## src/rtl/core/min_tracking_stack_core_assert.svh

```systemverilog
// Assertion macros shared by the min stack RTL.
// Depends on nothing; users must have clk and rst_n in scope.
`ifndef MIN_TRACKING_STACK_CORE_ASSERT_SVH
`define MIN_TRACKING_STACK_CORE_ASSERT_SVH

`ifndef SYNTH
// Property that must hold at every clock edge outside reset.
`define MSK_ASSERT(label, prop) \
    label: assert property (@(posedge clk) disable iff (!rst_n) prop) \
    else $error("%m: check failed");
// Implication whose consequent is checked in the cycle after the antecedent.
`define MSK_ASSERT_NEXT(label, ante, cons) \
    label: assert property (@(posedge clk) disable iff (!rst_n) (ante) |=> (cons)) \
    else $error("%m: check failed");
`else
`define MSK_ASSERT(label, prop)
`define MSK_ASSERT_NEXT(label, ante, cons)
`endif

`endif

```

## src/rtl/core/msk_pkg.sv

```systemverilog
// Shared types and constants for the min stack core.
// Depends on nothing; used by the interfaces and every module.
package msk_pkg;

    localparam int DATA_W          = 32;
    localparam int STACK_DEPTH_DEF = 128;

    // Operation codes.
    localparam logic OP_PUSH = 1'b0;
    localparam logic OP_POP  = 1'b1;

    // Status codes.
    localparam logic [1:0] ST_OK        = 2'd0;
    localparam logic [1:0] ST_OVERFLOW  = 2'd1;
    localparam logic [1:0] ST_UNDERFLOW = 2'd2;

    // Commands from the controller to the datapath.
    typedef struct packed {
        logic capture;   // latch the incoming word
        logic exec;      // apply the operation to counts and stores
        logic load;      // take refetched tops from the memories
        logic emit;      // load the output register
    } msk_cmd_t;

    // Status from the datapath to the controller.
    typedef struct packed {
        logic refetch;   // a pop succeeded, tops must be reread
    } msk_sts_t;

endpackage

```

## src/rtl/core/msk_controller.sv

```systemverilog
// Controller state machine of the min stack: sequences capture, update,
// refetch and output. Depends on msk_pkg.
module msk_controller import msk_pkg::*; (
    input  logic     clk,
    input  logic     rst_n,
    input  logic     in_valid,
    output logic     in_ready,
    output logic     out_valid,
    input  logic     out_ready,
    output msk_cmd_t cmd,
    input  msk_sts_t sts
);

    typedef enum logic [3:0] {
        S_IDLE   = 4'b0001,
        S_EXEC   = 4'b0010,
        S_LOAD   = 4'b0100,
        S_FINISH = 4'b1000
    } state_t;

    state_t state_reg, state_next;
    logic   out_valid_reg, out_valid_next;

    always_comb
    begin
        state_next  = state_reg;
        cmd         = '0;
        in_ready    = 1'b0;
        case (state_reg)
            S_IDLE:
            begin
                in_ready    = 1'b1;
                cmd.capture = in_valid;
                if (in_valid)
                    state_next = S_EXEC;
            end
            S_EXEC:
            begin
                cmd.exec   = 1'b1;
                state_next = sts.refetch ? S_LOAD : S_FINISH;
            end
            S_LOAD:
            begin
                cmd.load   = 1'b1;
                state_next = S_FINISH;
            end
            S_FINISH:
            begin
                // The output register takes the word once it is free.
                if (!out_valid_reg || out_ready)
                begin
                    cmd.emit   = 1'b1;
                    state_next = S_IDLE;
                end
            end
            default:
            begin
                state_next = S_IDLE;
            end
        endcase

        if (cmd.emit)
            out_valid_next = 1'b1;
        else if (out_ready)
            out_valid_next = 1'b0;
        else
            out_valid_next = out_valid_reg;
    end

    always_ff @(posedge clk or negedge rst_n)
    begin
        if (!rst_n)
        begin
            state_reg     <= S_IDLE;
            out_valid_reg <= 1'b0;
        end
        else
        begin
            state_reg     <= state_next;
            out_valid_reg <= out_valid_next;
        end
    end

    assign out_valid = out_valid_reg;

endmodule

```

## config.mk

```make
export PLATFORM = sky130hd
export DESIGN_NAME = msk_controller
export DESIGN_NICKNAME = d
export VERILOG_FILES = /design/src/rtl/core/min_tracking_stack_core_assert.svh /design/src/rtl/core/msk_pkg.sv /design/src/rtl/core/msk_controller.sv
export SDC_FILE = /design/constraint.sdc
export NUM_CORES = 1
export LEC_CHECK = 0
export BUFFER_PORTS_ARGS = -buffer_cell sky130_fd_sc_hd__buf_2
export CORE_AREA = 3 3 40 42
export CTS_CLUSTER_DIAMETER = 80
export DETAILED_ROUTE_END_ITERATION = 10
export DIE_AREA = 0 0 43 45
export SYNTH_ARGS = -nofsm -noshare
export SYNTH_HDL_FRONTEND = slang
export SYNTH_SLANG_ARGS = --single-unit
```

## constraint.sdc

```tcl
create_clock -name clk -period 3 [get_ports clk]
set_clock_uncertainty 0.2 [all_clocks]
set_input_delay 0.6 -clock clk [delete_from_list [all_inputs] [get_ports clk]]
set_output_delay 0.6 -clock clk [all_outputs]
set_load 0.01 [all_outputs]
```

# Word level (Yosys, flattened, before mapping)
# Cells that the tools add are included.
# classes
eq_ne	6
mux	12
reduce_logical	4
# op_table
op	count
4-bit one-hot mux with 4 select lines	1
4-bit two-way mux	3
1-bit two-way mux	8
4-bit by 1-bit == test with 1-bit output, second input constant	1
4-bit by 2-bit == test with 1-bit output, second input constant	1
4-bit by 3-bit == test with 1-bit output, second input constant	1
4-bit == test, second input constant	1
2-bit inequality test, second input constant	2
2-bit AND reduction	1
2-bit nonzero test	1
1-bit zero test	1
1-bit logical OR	1
# totals
regBits	5
in_bits	5
out_inout_bits	6

# Longest topological paths before layout
# Gate-level depths: netlist (run 1).
# logic_depth
ltp_word	5
mapped_depth	3

# Worst setup path after synthesis (run 1)
# Ideal clock, no wire load.
# synth_timing
path_type	register -> output
from	register state_reg[1]
to	output port cmd[0] (netlist name)
arrival_time_ns	1.175
slack_ns	1.025
stages_incl_launch_ff	4
n_path_buf	1
cell_sequence	dfrtp_1 -> or4b_1 -> a21oi_2 -> buf_4
# synth_lines
element	line_no	text
start, declared	msk_controller.sv:21	state_t state_reg, state_next;
start signal, assigned	msk_controller.sv:79	state_reg <= state_next;
end, declared	msk_controller.sv:10	output msk_cmd_t cmd,

==> metrics.cfg, run 1 <==
[status]
outcome = completed

[floorplan]
fp-row-count = 13
start_util = 0.219
core_area_sq_um = 1280
die_x_um = 43
die_h_um = 45
boundaryPins = 11
dieArea_sq_um = 1940

[cells_and_area]
fillers = 148
diodes = 0
largest_reg_flops = 4
areaGrowthSynthToFinish_pct = 34.7
drive_above_1_share = 0.425
nets = 46
final_cells = 55
seq_area_sq_um = 126
multi_input_area_sq_um = 136

[worst_setup_path]
crit_required_ns = 2.20
end_kind = output pin
path_cells = or4b_1, a21oi_2, buf_2
reg2reg_slack_ns = 1.56
start_kind = flop
critPathMaxFanout = 8
slowest_delay_ns = 0.56
critPathArrivalTime_ns = 1.49
path_class = reg2out
critical-path-slowest-cell = or4b_1

[power]
leakagePower_nw = 0.182
cellPowerDensity_nw_per_um2 = 744
ir_worst_vdd_uv = 361

[grt]
globalRouteOverflowTotal = 0
grt_max_degree = 9
antenna_found_initial = 0
grt_pass1_vias = 240
grt_first_pass_wirelength_um = 1060
grt.total_usage = 0.0803

[sta]
max_slew_margin = 0.746
fmax_ghz = 0.437
setup_viol = 0
min_period_over_period = 0.762
min_period_ns = 2.29
maxSlewViolCount = 0
tightestPinTransition_ns = 0.375
rsz0062_at_grt = no
finalHoldViolations = 0
setup-tns-final_ns = 0

[worst_hold_path]
min_path_type = reg2reg

[placement]
dp.cells = 50
place.gp.congestion = 0.769
port_buffers = 10

[flow_run]
drv_cap = 0

[clock_network]
clock-sinks = 5
cts_buffers = 3
cts-root-buf = clkbuf_4
clk_pin_slew_ns = 0.04
cts_setup_buffers = 0
clockBufferDepth = 2
cts_tree = yes
ctsHtreeMaxLevel = 1
insertion_delay_ns = 0.24

[synth]
synth_top_cell_by_area = dfrtp_1
ys_warn_count = 0
synthesis.area_sq_um = 282
syn_nets = 31
avgSynthCellArea_sq_um = 10.8
seq_area_frac_synth = 0.449
netlist_instances = 26
ys_types = 18
yosysTopAreaCellShare = 0.356
synth_area_leaders = dfrtp_1, dfstp_2, or4b_1
ys_ff_latch = 5

[routing]
vias_per_cell = 4.29
ant_nets = 0
drtIter0Drc = 7
drcViolationCount = 0
wirelength_um = 579
dr.pass1.iters = 3
vias = 236
wl_per_cell_um = 10.5

-- report_power, final --
part           total (mW)  internal [mW]  switching, mW
Combinational      0.0922         0.0501         0.0421
Sequential          0.113         0.0882         0.0247
Clock              0.0772         0.0503         0.0269
Total               0.282          0.188         0.0937
-- layer usage --
metal | vias to the layer above | GRT usage | routed length [um]
met1 | 104 | 0.0856 | 270
met5 | - | 0 | 0
met4 | 0 | 0.0361 | 0
met3 | 0 | 0.0637 | 62
li1 | 122 | - | -
met2 | 10 | 0.117 | 246
-- layout by cell type, fill, tap and decap left out --
master         count
clkbuf_4           3
a21oi_2            1
buf_2             10
o21bai_1           1
clkbuf_1           1
o21ai_1            1
and2_1             3
or4b_1             2
nor4b_2            1
nor2b_1            1
nor3b_1            1
o21ai_0            1
nor4bb_1           1
dfrtp_1            4
nor4b_1            1
inv_1              3
a31oi_2            1
or3_1              1
dlygate4sd3_1      1
a21oi_1            1
dfstp_2            1
-- kinds of logic after synthesis --
group / share of synthesized area
buf+inv: 0.0667
simple gates: 0.329
compound gates: 0.156
flops: 0.449
-- timing repair --
| action | in CTS | in global routing |
|---|---|---|
| hold buffers | 1 | 0 |
| resized for setup | 0 | 0 |
| endpoints found under the hold margin | 4 | 0 |
| endpoints found under the setup margin | 0 | 0 |
-- cell usage after synthesis (all sizes together) --
| cell | instances |
|---|---|
| nor3b | 1 |
| or3 | 1 |
| o21bai | 1 |
| nor4b | 2 |
| dfrtp | 4 |
| buf | 1 |
| and2 | 3 |
| inv | 3 |
| nor2b | 1 |
| dfstp | 1 |
| a21oi | 2 |
| or4b | 2 |
| a31oi | 1 |
| o21ai | 2 |
| nor4bb | 1 |
-- through the flow --
step | total power, mW | area (sq um) | hold slack, ns | setup WS [ns] | utilization
floorplan | 0.172 | 282 | 0.104 | 1.03 | -
global placement | 0.205 | 343 | 0.217 | 0.969 | 0.267
detailed placement | 0.205 | 343 | 0.219 | 0.954 | 0.267
CTS | 0.288 | 379 | 0.322 | 0.686 | 0.295
global route | 0.309 | 379 | 0.351 | 0.645 | 0.295
finish | 0.282 | 379 | 0.323 | 0.714 | 0.295
-- final timing paths --
path                                           from                  endpoint  cells after the start
max                        state_reg[1]$_DFFE_PN0P_                    cmd[0]                      3
min                        state_reg[0]$_DFFE_PN1P_  state_reg[0]$_DFFE_PN1P_                      2
max reg2reg                state_reg[2]$_DFFE_PN0P_  state_reg[0]$_DFFE_PN1P_                      3
min reg2reg                state_reg[0]$_DFFE_PN1P_  state_reg[0]$_DFFE_PN1P_                      2
max in group asynchronous                     rst_n  state_reg[0]$_DFFE_PN1P_                      2
min in group asynchronous                     rst_n  state_reg[3]$_DFFE_PN0P_                      2
-- critical path: cells and delay by family, from the launching register on --
family | cells | cell delay [ns]
compound gates | 1 | 0.11
simple gates | 1 | 0.56
flops | 1 | 0.44
buf+inv | 1 | 0.13
-- cell type report --
type	count	share of cell area
inverter	3	0.0297
tap	15	0.0495
multi-input combinational	17	0.360
sequential	5	0.333
timing repair buffer	11	0.158
clock buffer	4	0.0693
Note: power is estimated with default switching activity, not from simulation.
==> run 2, diff against run 1 <==
==> constraint.sdc (replaced) <==
create_clock -name clk -period 2.2 [get_ports clk]
set_clock_uncertainty 0.2 [all_clocks]
set_input_delay 0.44 -clock clk [delete_from_list [all_inputs] [get_ports clk]]
set_output_delay 0.44 -clock clk [all_outputs]
set_load 0.01 [all_outputs]
==> metrics.cfg, run 2 (same netlist as run 1, synthesis figures left out) <==
[routing]
wirelength_um = 557  ; -3.8%
drtIter0Drc = 3  ; -4
top_layer = met3
wl_met2_um = 231  ; -6.1%
vias = 254  ; +7.6%
ant_nets = 0  ; unchanged
drt-met1-wl_um = 251  ; -7.0%
vias_per_cell = 4.62  ; +7.6%
dr.pass1.iters = 2  ; -1
route.met3.wl_um = 74  ; +19%
wl_per_cell_um = 10.1  ; -3.8%
drcViolationCount = 0  ; unchanged

[cells_and_area]
nets = 46  ; unchanged
final_cell_mix = buf_2, inv_1, and2_1, clkbuf_4, dfrtp_1
fillers = 144  ; -2.7%
diodes = 0  ; unchanged
areaGrowthSynthToFinish_pct = 35.1
drive_above_1_share = 0.450  ; +0.0250
fin_area_sq_um = 380  ; +0.33%
largest_reg_flops = 4  ; unchanged
final_common_cell = buf_2

[sta]
min_period_ns = 2.11
finalHoldViolations = 0  ; unchanged
setup-tns-final_ns = 0  ; unchanged
min_period_over_period = 0.961
tightestPinTransition_ns = 0.327  ; -0.0479 ns
setup_viol = 0  ; unchanged
maxSlewViolCount = 0  ; unchanged
max_slew_margin = 0.779  ; +0.0324
fmax_ghz = 0.473
rsz0062_at_grt = no

[worst_setup_path]
crit_required_ns = 1.56  ; -0.64 ns
start_kind = flop
critPathMaxFanout = 8  ; unchanged
critPathArrivalTime_ns = 1.47  ; -0.02 ns
path_class = reg2out
end_kind = output pin

[clock_network]
cts_buffers = 3  ; unchanged
cts-root-buf = clkbuf_4
clock-sinks = 5  ; unchanged
insertion_delay_ns = 0.24  ; about the same
clockBufferDepth = 2  ; unchanged
ctsHtreeMaxLevel = 1  ; unchanged
clk_pin_slew_ns = 0.04  ; about the same
cts_setup_buffers = 0  ; unchanged
cts_tree = yes

[grt]
antenna_found_initial = 0  ; unchanged
grt_max_degree = 9  ; unchanged
globalRouteOverflowTotal = 0  ; unchanged
grt.total_usage = 0.0778  ; -0.00258
grt_pass1_vias = 232  ; -3.3%
grt_first_pass_wirelength_um = 1040  ; -1.9%

[floorplan]
dieArea_sq_um = 1940  ; unchanged
start_util = 0.219  ; unchanged
die_x_um = 43  ; unchanged
fp-row-count = 13  ; unchanged
die_h_um = 45  ; unchanged
core_area_sq_um = 1280  ; unchanged
boundaryPins = 11  ; unchanged

[status]
outcome = completed

[placement]
place.gp.congestion = 0.718  ; -6.7%
dpl_cell_area_sq_um = 343  ; unchanged
port_buffers = 10  ; unchanged

[worst_hold_path]
min_path_type = in2reg

[power]
cellPowerDensity_nw_per_um2 = 1010  ; +36%
ir_worst_vdd_uv = 697  ; +93%
leakagePower_nw = 0.180  ; -0.74%

[flow_run]
drv_cap = 0  ; unchanged

-- run 2: cell counts in the layout (fill, tap and decap cells not counted) --
Identical to the previous run, type by type.
-- run 2: where the power goes --
part,internal [mW],switching [mW]
clock network,0.0685,0.0359
logic,0.0683,0.0571
registers,0.122,0.0337
-- run 2: cell type report --
| cell class | instances | area [sq um] | share of cell area |
|---|---|---|---|
| Multi-Input combinational cell | 17 | 136 | 0.359 |
| Clock buffer | 4 | 26.3 | 0.0691 |
| Sequential cell | 5 | 128 | 0.336 |
| Inverter | 3 | 11.3 | 0.0296 |
| Tap cell | 15 | 18.8 | 0.0493 |
| Timing Repair Buffer | 11 | 60.1 | 0.158 |
-- run 2: final timing paths --
path / start / end / slack (ns) / depth (start not counted)
max: state_reg[1]$_DFFE_PN0P_ / cmd[0] / 0.09 / 3
min: out_ready / out_valid$_DFFE_PN0P_ / 0.20 / 2
max reg2reg: state_reg[2]$_DFFE_PN0P_ / state_reg[0]$_DFFE_PN1P_ / 0.75 / 3
min reg2reg: state_reg[0]$_DFFE_PN1P_ / state_reg[0]$_DFFE_PN1P_ / 0.33 / 2
max in group asynchronous: rst_n / state_reg[0]$_DFFE_PN1P_ / 1.25 / 2
min in group asynchronous: rst_n / out_valid$_DFFE_PN0P_ / 0.34 / 2
-- run 2: through the flow --
step	hold WS, ns	power [mW]	setup slack, ns	std cells	util
after global routing	0.192	0.426	0.00712	55	0.296
after global placement	0.0574	0.279	0.335	50	0.267
after CTS	0.195	0.390	0.0586	55	0.295
after detailed placement	0.0579	0.280	0.320	50	0.267
final	0.199	0.385	0.0857	55	0.296
after floorplan	-0.0556	0.235	0.385	26	-
-- run 2: repair_timing --
action	in CTS	in global routing
hold buffers	1	0
resized for setup	0	1
endpoints found under the hold margin	5	0
setup endpoints to repair	0	1
-- run 2: worst max-delay path: stages, from the launching register on --
cell	delay, ns
dfrtp_2	0.43
or4b_1	0.56
a21oi_2	0.12
buf_2	0.13
-- run 2: layer usage --
layer | vias up | global-route usage
li1 | 124 | -
met2 | 11 | 0.108
met4 | 0 | 0.0181
met3 | 0 | 0.0717
met1 | 119 | 0.0878
met5 | - | 0
